--- src/rtl/core/slrq_pkg.sv ---
// Shared constants and control types for the spectrum line resampler/quantizer.
// No dependencies.
`default_nettype none
package slrq_pkg;

    localparam int MAX_WIDTH_DEF = 4096;
    localparam int MAX_LINE_DEF  = 8192;
    localparam int RESULTS_CAP   = 64;
    localparam int LEVEL_W       = 8;
    localparam int COLUMN_W      = 12;
    localparam int SAMPLE_W      = 16;
    localparam int CFG_IDX_W     = 2;

    localparam logic [CFG_IDX_W-1:0] REG_LINE_LENGTH = 2'd0;
    localparam logic [CFG_IDX_W-1:0] REG_OUT_WIDTH   = 2'd1;
    localparam logic [CFG_IDX_W-1:0] REG_WINDOW_MIN  = 2'd2;
    localparam logic [CFG_IDX_W-1:0] REG_WINDOW_MAX  = 2'd3;

    localparam logic [13:0] LINE_LENGTH_RST = 14'd1024;
    localparam logic [12:0] OUT_WIDTH_RST   = 13'd1024;
    localparam logic [15:0] WINDOW_MIN_RST  = 16'hC400;
    localparam logic [15:0] WINDOW_MAX_RST  = 16'h0000;

    localparam logic [LEVEL_W-1:0] LEVEL_MAX = 8'd255;

    typedef struct packed {
        logic accept;
        logic prep;
        logic mul;
        logic qset;
        logic div_step;
        logic emit;
        logic skip;
        logic finish;
    } slrq_cmd_t;

    typedef struct packed {
        logic mode_eq;
        logic mode_dn;
        logic dn_hit;
        logic up_more;
        logic cap_hit;
        logic out_free;
    } slrq_stat_t;

endpackage
`default_nettype wire

--- src/rtl/core/slrq_ctrl.sv ---
// Sequencing state machine for the resampler/quantizer.
// Depends on slrq_pkg; drives the datapath slrq_dp by command struct.
`default_nettype none
module slrq_ctrl
    import slrq_pkg::*;
(
    input  wire logic       clk,
    input  wire logic       rst_n,
    input  wire logic       in_valid,
    output logic            in_ready,
    input  wire slrq_stat_t stat,
    output slrq_cmd_t       cmd
);

    localparam logic [2:0] S_IDLE  = 3'd0;
    localparam logic [2:0] S_PREP  = 3'd1;
    localparam logic [2:0] S_DEC   = 3'd2;
    localparam logic [2:0] S_MUL   = 3'd3;
    localparam logic [2:0] S_QSET  = 3'd4;
    localparam logic [2:0] S_DIV   = 3'd5;
    localparam logic [2:0] S_EMIT  = 3'd6;
    localparam logic [2:0] S_UPCHK = 3'd7;

    logic [2:0] state_reg, state_next;
    logic [2:0] div_cnt_reg, div_cnt_next;

    always_ff @(posedge clk or negedge rst_n)
    begin
        if (!rst_n)
        begin
            state_reg   <= S_IDLE;
            div_cnt_reg <= '0;
        end
        else
        begin
            state_reg   <= state_next;
            div_cnt_reg <= div_cnt_next;
        end
    end

    always_comb
    begin
        state_next   = state_reg;
        div_cnt_next = div_cnt_reg;
        cmd          = '0;
        in_ready     = 1'b0;
        case (state_reg)
            S_IDLE:
            begin
                in_ready = 1'b1;
                if (in_valid)
                begin
                    cmd.accept = 1'b1;
                    state_next = S_PREP;
                end
            end
            S_PREP:
            begin
                cmd.prep   = 1'b1;
                state_next = S_DEC;
            end
            S_DEC:
            begin
                if (stat.mode_eq || (stat.mode_dn && stat.dn_hit)
                    || (!stat.mode_dn && stat.up_more))
                begin
                    state_next = S_MUL;
                end
                else
                begin
                    cmd.finish = 1'b1;
                    state_next = S_IDLE;
                end
            end
            S_MUL:
            begin
                cmd.mul    = 1'b1;
                state_next = S_QSET;
            end
            S_QSET:
            begin
                cmd.qset     = 1'b1;
                div_cnt_next = '0;
                state_next   = S_DIV;
            end
            S_DIV:
            begin
                cmd.div_step = 1'b1;
                div_cnt_next = div_cnt_reg + 3'd1;
                if (div_cnt_reg == 3'd7)
                begin
                    state_next = S_EMIT;
                end
            end
            S_EMIT:
            begin
                if (stat.out_free)
                begin
                    cmd.emit = 1'b1;
                    if (stat.mode_eq || stat.mode_dn)
                    begin
                        cmd.finish = 1'b1;
                        state_next = S_IDLE;
                    end
                    else
                    begin
                        state_next = S_UPCHK;
                    end
                end
            end
            S_UPCHK:
            begin
                if (stat.up_more)
                begin
                    if (stat.cap_hit)
                    begin
                        cmd.skip = 1'b1;
                    end
                    else
                    begin
                        state_next = S_EMIT;
                    end
                end
                else
                begin
                    cmd.finish = 1'b1;
                    state_next = S_IDLE;
                end
            end
            default:
            begin
                state_next = S_IDLE;
            end
        endcase
    end

endmodule
`default_nettype wire

--- config.mk ---
export PLATFORM = sky130hd
export DESIGN_NAME = slrq_ctrl
export DESIGN_NICKNAME = d
export VERILOG_FILES = /design/src/rtl/core/slrq_pkg.sv /design/src/rtl/core/slrq_ctrl.sv
export SDC_FILE = /design/constraint.sdc
export NUM_CORES = 1
export LEC_CHECK = 0
export ABC_CLOCK_PERIOD_IN_PS = 3150
export BUFFER_PORTS_ARGS = -buffer_cell sky130_fd_sc_hd__buf_4
export CAP_MARGIN = 20
export CELL_PAD_IN_SITES_DETAIL_PLACEMENT = 2
export CELL_PAD_IN_SITES_GLOBAL_PLACEMENT = 2
export CORE_UTILIZATION = 26
export CTS_CLUSTER_DIAMETER = 100
export DETAILED_ROUTE_END_ITERATION = 10
export MAX_ROUTING_LAYER = met4
export PLACE_DENSITY = 0.88
export SLEW_MARGIN = 20
export SYNTH_ARGS = -nofsm -noshare
export SYNTH_HDL_FRONTEND = slang
export SYNTH_SLANG_ARGS = --single-unit
--- constraint.sdc ---
create_clock -name clk -period 3.15 [get_ports clk]
set_clock_uncertainty 0.15 [all_clocks]
set_input_delay 0.315 -clock clk [delete_from_list [all_inputs] [get_ports clk]]
set_output_delay 0.315 -clock clk [all_outputs]
set_load 0.01 [all_outputs]
==> qor.txt <==
outcome: completed
vias in the first global route: 505
synthesized area: 493.0 sq um
total CTS buffers: 3
worst-path cell chain: nor2b_1 > o21ai_0 > a21oi_1 > o21a_1 > buf_4
drt drc: 0
# H-tree levels: 1
io pins: 18
via count: 540
CP required: 2.68 ns
net count reported at finish: 95
die width: 45.55 microns
first-pass GRT wire length: 2.290 mm
# diodes: 0
setup TNS: 0 ns
clk root buf: clkbuf_4
max-slew violations: 0
Min Clock Period, post-route: 2.036 ns
Slew HR: 65.31%
CTS Sinks: 6
Synth cell types: 25
Core Region: 1745 sq um
Final Setup Violations: 0
Die H: 45.55 microns
Min-Delay Path Class: primary input to flop
total track usage: 15.65%
Min Hold Slack: 0.2005 ns
number of gates resized after CTS: 0
Hold Fails Final Rpt: 0
gpl congestion: 0.7723
fillcell total: 220
antenna violations before repair: 0
Tcrit/Tclk final: 64.62%
Clock Tree Buf Depth: 2
Routed WL: 1.432 mm
Worst setup EP type: primary output
Area Overhead vs Synth: 34.77%
via-per-instance ratio: 5.047
DRT Pass-1 Iters: 4
share of cells above drive strength 1: 30.49%
Worst EP arrival: 1.57 ns
critical path fanouts, max: 18
largest net degree at the start of global routing: 19
Synth area leaders: dfrtp_1, o21ai_0, nand2_1, nor2_1, ha_1
clock-pin transition on the worst setup and hold timing paths: 0.05 ns
Leakage: 0.3076 nW
Port-buffer cells: 17
DRT iter0 DRCs: 5
Routed WL per cell: 13.38 microns
CP Launch Type: flop
syn nets: 76
Ys Warns: 0
critical path's largest stage delay: 0.66 ns
CTS tree: yes
post-synthesis sequential area ratio: 30.46%
Synth top area share: 30.46%
pwr dens: 854.8 nW/um^2
Initial Util: 28.24%
actual slew at the worst max-slew pin: 0.5204 ns
Routed Antenna Nets: 0
hpwl dp: 1.060 mm
syn avg cell area: 7.584 sq um
Worst-Skew Late Latency: 0.24 ns
CP max stage cell: dfrtp_1
max cap viols: 0
RSZ-0062 raised after global routing: false
critical path type: flop to primary output
cell count after synthesis: 65
die area: 2074 sq um
Row Count: 15
Synth area leader: dfrtp_1
maximum vdd drop: 0.2362 mV
Yosys reg bits: 6
fmax: 491.3 MHz
Congestion Overflow GR: 0
[power breakdown]
| part | total, mW | switching [mW] | internal (mW) |
|---|---|---|---|
| clock | 0.0712 | 0.0281 | 0.0431 |
| combinational | 0.292 | 0.147 | 0.145 |
| sequential | 0.204 | 0.0927 | 0.112 |
[cells by family after synthesis]
| logic type | count (synthesis) | synth area share (%) |
|---|---|---|
| simple gates | 32 | 31.98 |
| compound gates | 19 | 25.63 |
| flops | 6 | 30.46 |
| buf+inv | 5 | 4.822 |
| fa+ha+maj | 2 | 5.075 |
| mux | 1 | 2.031 |
[layout by cell type, fill, tap and decap left out, drive strengths merged]
| cell | netlist | routed |
|---|---|---|
| o2111ai | 1 | 1 |
| inv | 1 | 1 |
| o21ai | 8 | 8 |
| a21oi | 2 | 2 |
| nor3 | 2 | 2 |
| nand2b | 3 | 3 |
| dlygate4sd3 | 0 | 1 |
| and3 | 1 | 1 |
| buf | 4 | 17 |
| o211ai | 1 | 1 |
| or4 | 1 | 1 |
| dfrtp | 6 | 6 |
| nand2 | 10 | 10 |
| o22ai | 2 | 2 |
| a31oi | 2 | 2 |
| o21a | 1 | 1 |
| nor3b | 1 | 1 |
| a22oi | 1 | 1 |
| clkbuf | 0 | 3 |
| and2 | 1 | 1 |
| nor2 | 10 | 10 |
| ha | 2 | 2 |
| mux2i | 1 | 1 |
| nand3 | 1 | 1 |
| a31o | 1 | 1 |
| nor2b | 2 | 2 |
[stage by stage]
stage	setup slack, ns	utilization (%)	instance area [sq um]	std cells	total power [mW]
detailed placement	1.364	36.20	631.9	103	0.4987
CTS	1.091	38.06	664.4	107	0.5799
global placement	1.455	36.20	631.9	103	0.4830
finish	1.114	38.06	664.4	107	0.5679
global route	0.9974	38.06	664.4	107	0.6232
floorplan	1.585	-	493.0	65	0.3884
[worst max-delay path, delay by kind of cell (launching register included)]
kind | cells | cell delay, ns
buffers and inverters | 1 | 0.13
and+or+nand+nor | 1 | 0.09
AOI/OAI and AO/OA | 3 | 0.44
DFF | 1 | 0.66
[area by class of cell]
cell class	count	area (sq um)	area share, %
clock buffer	3	22.52	3.390
inverter	1	3.754	0.5650
multi-input combinational	54	319.1	48.02
sequential	6	150.1	22.60
tap	25	31.28	4.708
timing repair buffer	18	137.6	20.72
[routing by layer]
layer | share of wire [%] | global-route usage, % | routed length (microns)
met5 | 0 | - | 0
met4 | 0 | 1.818 | 0
met3 | 3.4 | 3.571 | 48
met2 | 49 | 24.00 | 695
met1 | 48 | 21.45 | 688
[cell usage after synthesis (all sizes together)]
| cell type | count |
|---|---|
| o21ai | 8 |
| nor2b | 2 |
| mux2i | 1 |
| o211ai | 1 |
| and2 | 1 |
| nor3b | 1 |
| nand3 | 1 |
| nand2 | 10 |
| nor3 | 2 |
| nand2b | 3 |
| a21oi | 2 |
| ha | 2 |
| o22ai | 2 |
| nor2 | 10 |
| a31o | 1 |
| and3 | 1 |
| or4 | 1 |
| buf | 4 |
| a31oi | 2 |
| inv | 1 |
| a22oi | 1 |
| o21a | 1 |
| dfrtp | 6 |
| o2111ai | 1 |
[path summary, 6_finish.rpt]
| check | start | endpoint | slack [ns] | cells after the start |
|---|---|---|---|---|
| max | state_reg[0]$_DFFE_PN0P_ | cmd[0] | 1.11 | 5 |
| max reg2reg | state_reg[2]$_DFFE_PN0P_ | state_reg[1]$_DFFE_PN0P_ | 1.49 | 4 |
| min in group asynchronous | rst_n | div_cnt_reg[2]$_DFFE_PN0P_ | 0.26 | 2 |
| max in group asynchronous | rst_n | div_cnt_reg[1]$_DFFE_PN0P_ | 2.47 | 2 |
| min | in_valid | state_reg[0]$_DFFE_PN0P_ | 0.20 | 3 |
| min reg2reg | div_cnt_reg[2]$_DFFE_PN0P_ | div_cnt_reg[2]$_DFFE_PN0P_ | 0.35 | 2 |
[timing repair]
action	4_1_cts	5_1_grt
endpoints found under the hold margin	6	0
endpoints found under the setup margin	0	0
setup buffers	0	0
hold buffers	1	0
Power figures use the tool's default switching activity.
