[src/rtl/core/slrq_pkg.sv]
// Shared constants and control types for the spectrum line resampler/quantizer.
// No dependencies.
`default_nettype none
package slrq_pkg;

    localparam int MAX_WIDTH_DEF = 4096;
    localparam int MAX_LINE_DEF  = 8192;
    localparam int RESULTS_CAP   = 64;
    localparam int LEVEL_W       = 8;
    localparam int COLUMN_W      = 12;
    localparam int SAMPLE_W      = 16;
    localparam int CFG_IDX_W     = 2;

    localparam logic [CFG_IDX_W-1:0] REG_LINE_LENGTH = 2'd0;
    localparam logic [CFG_IDX_W-1:0] REG_OUT_WIDTH   = 2'd1;
    localparam logic [CFG_IDX_W-1:0] REG_WINDOW_MIN  = 2'd2;
    localparam logic [CFG_IDX_W-1:0] REG_WINDOW_MAX  = 2'd3;

    localparam logic [13:0] LINE_LENGTH_RST = 14'd1024;
    localparam logic [12:0] OUT_WIDTH_RST   = 13'd1024;
    localparam logic [15:0] WINDOW_MIN_RST  = 16'hC400;
    localparam logic [15:0] WINDOW_MAX_RST  = 16'h0000;

    localparam logic [LEVEL_W-1:0] LEVEL_MAX = 8'd255;

    typedef struct packed {
        logic accept;
        logic prep;
        logic mul;
        logic qset;
        logic div_step;
        logic emit;
        logic skip;
        logic finish;
    } slrq_cmd_t;

    typedef struct packed {
        logic mode_eq;
        logic mode_dn;
        logic dn_hit;
        logic up_more;
        logic cap_hit;
        logic out_free;
    } slrq_stat_t;

endpackage
`default_nettype wire

[src/rtl/core/slrq_dp.sv]
// Datapath: configuration registers, line counters, bin accumulator, edge
// multipliers, quantizer with 8-step restoring divider and output register.
// Depends on slrq_pkg; commanded by slrq_ctrl.
`default_nettype none
module slrq_dp
    import slrq_pkg::*;
#(
    parameter int MAX_WIDTH = MAX_WIDTH_DEF,
    parameter int MAX_LINE  = MAX_LINE_DEF
)
(
    input  wire logic                        clk,
    input  wire logic                        rst_n,
    input  wire logic                        cfg_valid,
    input  wire logic [CFG_IDX_W-1:0]        cfg_index,
    input  wire logic [15:0]                 cfg_data,
    input  wire logic signed [SAMPLE_W-1:0]  sample_db,
    input  wire logic                        out_ready,
    output logic                             out_valid,
    output logic [LEVEL_W-1:0]               level,
    output logic [COLUMN_W-1:0]              column,
    output logic                             line_end,
    input  wire slrq_cmd_t                   cmd,
    output slrq_stat_t                       stat
);

    localparam int LINE_W = $clog2(MAX_LINE + 1);
    localparam int COL_W  = $clog2(MAX_WIDTH + 1);
    localparam int SUM_W  = LINE_W + SAMPLE_W;
    localparam int PW     = LINE_W + COL_W + 1;
    localparam int WW     = LINE_W + 18;
    localparam int NUM_W  = WW + 11;
    localparam int CAP_W  = $clog2(RESULTS_CAP + 1);

    logic [13:0] line_length_reg;
    logic [12:0] out_width_reg;
    logic signed [15:0] window_min_reg;
    logic signed [15:0] window_max_reg;

    logic [LINE_W-1:0] sample_index_reg;
    logic [COL_W-1:0]  column_index_reg;
    logic signed [SUM_W-1:0] bin_sum_reg;
    logic [LINE_W-1:0] bin_count_reg;
    logic signed [SAMPLE_W-1:0] s_reg;
    logic [PW-1:0] ma_reg;
    logic [PW-1:0] mb_reg;
    logic signed [SUM_W-1:0] qsum_reg;
    logic [LINE_W-1:0] qcnt_reg;
    logic signed [WW-1:0] p_lo_reg, p_hi_reg, p_rng_reg;
    logic le_reg, ge_reg;
    logic [NUM_W-1:0] rem_reg, dsh_reg;
    logic [LEVEL_W-1:0] q_reg;
    logic [CAP_W-1:0] k_reg;

    logic out_valid_reg;
    logic [LEVEL_W-1:0] level_reg;
    logic [COLUMN_W-1:0] column_reg;
    logic line_end_reg;

    logic [31:0] len32, w32;
    logic [LINE_W-1:0] len;
    logic [COL_W-1:0] w;
    logic last;
    logic out_free;
    logic [LEVEL_W-1:0] level_val;
    logic [COL_W-1:0] col_sel;
    logic signed [WW-1:0] cnt_ext, lo_ext, hi_ext, rng_ext, sum_ext;
    logic signed [WW:0] diff;
    logic [NUM_W-1:0] diff_u;

    always_comb
    begin
        len32 = 32'(line_length_reg);
        if (len32 == 32'd0)
        begin
            len32 = 32'd1;
        end
        else if (len32 > 32'(MAX_LINE))
        begin
            len32 = 32'(MAX_LINE);
        end
        w32 = 32'(out_width_reg);
        if (w32 == 32'd0)
        begin
            w32 = 32'd1;
        end
        else if (w32 > 32'(MAX_WIDTH))
        begin
            w32 = 32'(MAX_WIDTH);
        end
    end

    assign len  = LINE_W'(len32);
    assign w    = COL_W'(w32);
    assign last = ((LINE_W + 1)'(sample_index_reg) + (LINE_W + 1)'(1))
                  >= (LINE_W + 1)'(len);
    assign out_free = !out_valid_reg || out_ready;

    assign stat.mode_eq  = (32'(len) == 32'(w));
    assign stat.mode_dn  = (32'(len) > 32'(w));
    assign stat.dn_hit   = (ma_reg < mb_reg) || last;
    assign stat.up_more  = (column_index_reg < w) && (ma_reg < mb_reg);
    assign stat.cap_hit  = (k_reg == CAP_W'(RESULTS_CAP));
    assign stat.out_free = out_free;

    // pass-through columns follow the sample index
    assign col_sel = stat.mode_eq ? COL_W'(sample_index_reg) : column_index_reg;

    assign cnt_ext = WW'({1'b0, qcnt_reg});
    assign lo_ext  = WW'(window_min_reg);
    assign hi_ext  = WW'(window_max_reg);
    assign rng_ext = hi_ext - lo_ext;
    assign sum_ext = WW'(qsum_reg);
    assign diff    = (WW + 1)'(sum_ext) - (WW + 1)'(p_lo_reg);
    assign diff_u  = NUM_W'(diff);

    assign level_val = le_reg ? '0 : (ge_reg ? LEVEL_MAX : q_reg);

    // configuration
    always_ff @(posedge clk or negedge rst_n)
    begin
        if (!rst_n)
        begin
            line_length_reg <= LINE_LENGTH_RST;
            out_width_reg   <= OUT_WIDTH_RST;
            window_min_reg  <= WINDOW_MIN_RST;
            window_max_reg  <= WINDOW_MAX_RST;
        end
        else if (cfg_valid)
        begin
            case (cfg_index)
                REG_LINE_LENGTH: line_length_reg <= cfg_data[13:0];
                REG_OUT_WIDTH:   out_width_reg   <= cfg_data[12:0];
                REG_WINDOW_MIN:  window_min_reg  <= cfg_data;
                REG_WINDOW_MAX:  window_max_reg  <= cfg_data;
                default:         line_length_reg <= line_length_reg;
            endcase
        end
    end

    // line state
    always_ff @(posedge clk or negedge rst_n)
    begin
        if (!rst_n)
        begin
            sample_index_reg <= '0;
            column_index_reg <= '0;
            bin_sum_reg      <= '0;
            bin_count_reg    <= '0;
            k_reg            <= '0;
        end
        else
        begin
            if (cmd.accept)
            begin
                k_reg <= '0;
                if (sample_index_reg >= len || column_index_reg >= w)
                begin
                    sample_index_reg <= '0;
                    column_index_reg <= '0;
                    bin_sum_reg      <= '0;
                    bin_count_reg    <= '0;
                end
            end
            if (cmd.prep && stat.mode_dn)
            begin
                bin_sum_reg   <= bin_sum_reg + SUM_W'(s_reg);
                bin_count_reg <= bin_count_reg + LINE_W'(1);
            end
            if (cmd.emit)
            begin
                k_reg <= k_reg + CAP_W'(1);
                if (stat.mode_eq)
                begin
                    column_index_reg <= COL_W'(32'(sample_index_reg) + 32'd1);
                end
                else
                begin
                    column_index_reg <= column_index_reg + COL_W'(1);
                end
                if (stat.mode_dn)
                begin
                    bin_sum_reg   <= '0;
                    bin_count_reg <= '0;
                end
            end
            if (cmd.skip)
            begin
                column_index_reg <= column_index_reg + COL_W'(1);
            end
            if (cmd.finish)
            begin
                if (last)
                begin
                    sample_index_reg <= '0;
                    column_index_reg <= '0;
                    bin_sum_reg      <= '0;
                    bin_count_reg    <= '0;
                end
                else
                begin
                    sample_index_reg <= sample_index_reg + LINE_W'(1);
                end
            end
        end
    end

    // edge products and quantizer
    always_ff @(posedge clk)
    begin
        if (cmd.accept)
        begin
            s_reg <= sample_db;
        end
        if (cmd.prep)
        begin
            if (stat.mode_dn)
            begin
                ma_reg   <= (PW'(column_index_reg) + PW'(1)) * PW'(len);
                mb_reg   <= (PW'(sample_index_reg) + PW'(2)) * PW'(w);
                qsum_reg <= bin_sum_reg + SUM_W'(s_reg);
                qcnt_reg <= bin_count_reg + LINE_W'(1);
            end
            else
            begin
                ma_reg   <= PW'(column_index_reg) * PW'(len);
                mb_reg   <= (PW'(sample_index_reg) + PW'(1)) * PW'(w);
                qsum_reg <= SUM_W'(s_reg);
                qcnt_reg <= LINE_W'(1);
            end
        end
        if ((cmd.emit && !stat.mode_eq && !stat.mode_dn) || cmd.skip)
        begin
            ma_reg <= ma_reg + PW'(len);
        end
        if (cmd.mul)
        begin
            p_lo_reg  <= cnt_ext * lo_ext;
            p_hi_reg  <= cnt_ext * hi_ext;
            p_rng_reg <= cnt_ext * rng_ext;
        end
        if (cmd.qset)
        begin
            le_reg  <= (sum_ext <= p_lo_reg);
            ge_reg  <= (sum_ext >= p_hi_reg);
            rem_reg <= (diff_u << 9) - (diff_u << 1) + NUM_W'(p_rng_reg);
            dsh_reg <= NUM_W'(p_rng_reg) << 8;
            q_reg   <= '0;
        end
        if (cmd.div_step)
        begin
            if (rem_reg >= dsh_reg)
            begin
                rem_reg <= rem_reg - dsh_reg;
                q_reg   <= {q_reg[LEVEL_W-2:0], 1'b1};
            end
            else
            begin
                q_reg   <= {q_reg[LEVEL_W-2:0], 1'b0};
            end
            dsh_reg <= dsh_reg >> 1;
        end
    end

    // output register
    always_ff @(posedge clk or negedge rst_n)
    begin
        if (!rst_n)
        begin
            out_valid_reg <= 1'b0;
        end
        else if (cmd.emit)
        begin
            out_valid_reg <= 1'b1;
        end
        else if (out_ready)
        begin
            out_valid_reg <= 1'b0;
        end
    end

    always_ff @(posedge clk)
    begin
        if (cmd.emit)
        begin
            level_reg    <= level_val;
            column_reg   <= COLUMN_W'(col_sel);
            line_end_reg <= ((32'(col_sel) + 32'd1) == 32'(w));
        end
    end

    assign out_valid = out_valid_reg;
    assign level     = level_reg;
    assign column    = column_reg;
    assign line_end  = line_end_reg;

endmodule
`default_nettype wire

[config.mk]
export PLATFORM = sky130hd
export DESIGN_NAME = slrq_dp
export DESIGN_NICKNAME = d
export VERILOG_FILES = /design/src/rtl/core/slrq_pkg.sv /design/src/rtl/core/slrq_dp.sv
export SDC_FILE = /design/constraint.sdc
export NUM_CORES = 2
export LEC_CHECK = 0
export BUFFER_PORTS_ARGS = -buffer_cell sky130_fd_sc_hd__buf_2
export CORE_UTILIZATION = 71
export CTS_CLUSTER_DIAMETER = 100
export CTS_CLUSTER_SIZE = 24
export DETAILED_ROUTE_END_ITERATION = 16
export PLACE_DENSITY = 0.94
export SLEW_MARGIN = 20
export SYNTH_ARGS = -nofsm -noshare
export SYNTH_HDL_FRONTEND = slang
export SYNTH_SLANG_ARGS = --single-unit
[constraint.sdc]
create_clock -name clk -period 15.1 [get_ports clk]
set_input_delay 1.51 -clock clk [delete_from_list [all_inputs] [get_ports clk]]
set_output_delay 1.51 -clock clk [all_outputs]
set_load 0.02 [all_outputs]
==> metrics.txt <==
run status=finished, final reports clean; M1 GR Usage=55.0%; M2 GR Usage=62.2%; setup TNS=0 ns; Reg area=12800 um2; Crit. Startpoint=window_max_reg[0]; First-pass DRT Iterations=7; reg-to-reg endpoint=p_rng_reg[30]; Mapped Area=82800 um2; layout cells sized above 1=4.32%; Layout fillers=7747; hold buffers post-CTS=0; wire per inst=22.7 um; post-synthesis cell type count=91; commonest non-fill, non-tap cell in the layout=inv_1; dpl hpwl=187000 um; Max stage delay cell, worst path=dfrtp_1; total core area=115000 um2; DRC=0; kind of end point of the critical path=flip-flop; initial core utilization=72.0%; DR vias=68000; max_cap viols=0; RSZ-0062 raised after global routing=no; CTS max path bufs=3; Setup CP Type=flip-flop to flip-flop; Hold EP=bin_sum_reg[19]; FF+latch count, synth=465; cell count after synthesis=9257; endpoints failing setup=0; Syn. warnings=0; post-synthesis sequential area ratio=15.5%; fin. max-slew vios=0; DR vias/cell=6.39; Final Hold Fails=0; I/O pin total=74; R2R depth=34; wire length of the first global-routing pass=381000 um; Multi-input gate area=62100 um2; die width=343 um; Max FO, Critical Path=16; GRT Total Usage=41.7%; Die Area=118000 um2; GR Util met3=12.8%; cell mode on critical path=fa_1; Arr. time, crit path=10.26 ns; RD Place Congestion=1.02; worst hold path type=flip-flop to flip-flop; area grow syn2layout=3.58%; most frequent cells in the layout=1711 x inv_1, 1262 x fa_1, 1179 x nand2_1, 840 x ha_1, 485 x and2_1; port bufs=73; worst r2r src=window_max_reg[0]; num rows=124; Avg Inst Size Synth=8.94 um2; TritonCTS buffer count=31; global route overflow=0; hold depth=2; fin area=85700 um2; Yosys top cell by area=fa_1; Final period util=65.3%; vias in the first global route=70700; CTS root buf=clkbuf_16; Synth top area share=30.5%; initial antenna violation count=23; R2R Setup Slk=5.24 ns; Starting DRT DRC Count=8126; H-tree lvl count=1; post-cts gate resize count=0; minimum clock period after layout=9.86 ns; Worst Max-Slew Pin Slew=1.18 ns; Final ANT Viol Nets=0; TritonCTS clock tree=done; Worst Skew=0.0487 ns; DRT Wirelength=241000 um; Worst-path clk slew=0.10 ns; number of buffers added for setup after CTS=0; Worst-Skew Late Latency=0.69 ns; worst path required time=15.50 ns; CP startpoint kind=flip-flop; synth top area cells=fa_1 31%, ha_1 13%, edfxtp_1 10%; Post-synth EDFFs=283; post-synth net total=11400; CP max stage delay=0.62 ns; Max Clk Rate=0.101 GHz; asr flop ratio synth=29.7%; nets@finish=11200; GRT busiest layer=met2; Die Y=343 um; min-delay src=bin_sum_reg[19]; Cell Area, Placed=84500 um2; commonest register cell after synthesis=edfxtp_1; CTS Sinks=465; Max-slew headroom=21.1%; largest net degree at the start of global routing=105
==> through the flow <==
step                      cells  hold slack, ns  worst slack, ns  util (%)
after global placement    10600           0.471             5.46      73.5
after global routing      10600           0.544             4.67      74.6
final                     10600           0.507             5.24      74.6
after floorplan            9257           0.445             6.72         -
after detailed placement  10600           0.484             5.38      73.5
after CTS                 10600           0.506             5.35      74.5
==> layout make-up <==
type,count,area share [%]
multi-input combinational,6691,72.5
sequential,465,15.0
inverter,1722,7.54
tap,1512,2.21
timing repair buffer,186,1.48
clock buffer,38,0.972
clock inverter,19,0.320
antenna,5,0.0146
==> cells in the mapped netlist (13+ instances only) <==
master,n
inv_1,1711
fa_1,1262
nand2_1,1179
ha_1,840
and2_1,485
nor2_1,485
clkbuf_1,358
a21oi_1,353
edfxtp_1,283
o21ai_0,256
xnor2_1,253
a21o_1,174
xor2_1,147
dfrtp_1,133
nor2b_1,128
nand3_1,112
nor3_1,85
and3_1,70
mux2_2,69
nand2b_1,58
o21a_1,57
a211oi_1,55
nand4_1,52
dfxtp_1,44
o211ai_1,41
a31oi_1,40
o21bai_1,40
a22oi_1,34
mux2i_1,32
o31ai_1,29
nor4_1,28
or3_1,28
or2_2,23
a21boi_0,22
a311oi_1,17
a211o_1,16
a221oi_1,16
a22o_1,16
o31a_1,14
a2111oi_0,13
and4_1,13
==> worst max-delay path by stage <==
stage | endpoint | slack (ns) | depth (start not counted)
6_report | p_rng_reg[30] | 5.24 | 34
5_1_grt | p_rng_reg[30] | 4.67 | 33
4_1_cts | p_rng_reg[30] | 5.35 | 34
3_5_place_dp | p_rng_reg[30] | 5.38 | 32
3_3_place_gp | p_rng_reg[30] | 5.46 | 33
2_1_floorplan | p_rng_reg[30] | 6.72 | 33
==> worst max-delay path: cells and delay by family (launching register included) <==
kind	cells	cell delay [ns]
AO/OA/AOI/OAI	17	4.10
XOR/XNOR	1	0.16
adder cells (fa/ha/maj)	9	4.00
buffers and inverters	5	0.31
flip-flops	1	0.62
AND/OR/NAND/NOR	2	0.41
==> kinds of logic (layout without fill, tap and decap cells) <==
kind of cell	Yosys count	count (layout)	share of synthesized area, %
muxes	101	101	1.33
xor gates and xnor gates	401	401	4.26
buffers and inverters	2101	1965	9.58
adders and majority gates	2102	2102	43.2
DFF	465	465	15.5
other	0	5	0
and+or+nand+nor	2784	2784	15.8
AOI/OAI and AO/OA	1303	1303	10.3
==> per-layer routing <==
metal	part of all wire [%]	wire length, um
met1	36	88100
met2	43	104000
met5	0.12	295
met3	14	34300
met4	6.3	15300
Power is left out: the tool's default activity adds up to more than one toggle a clock period on the data nets, which glitch-free logic cannot reach.
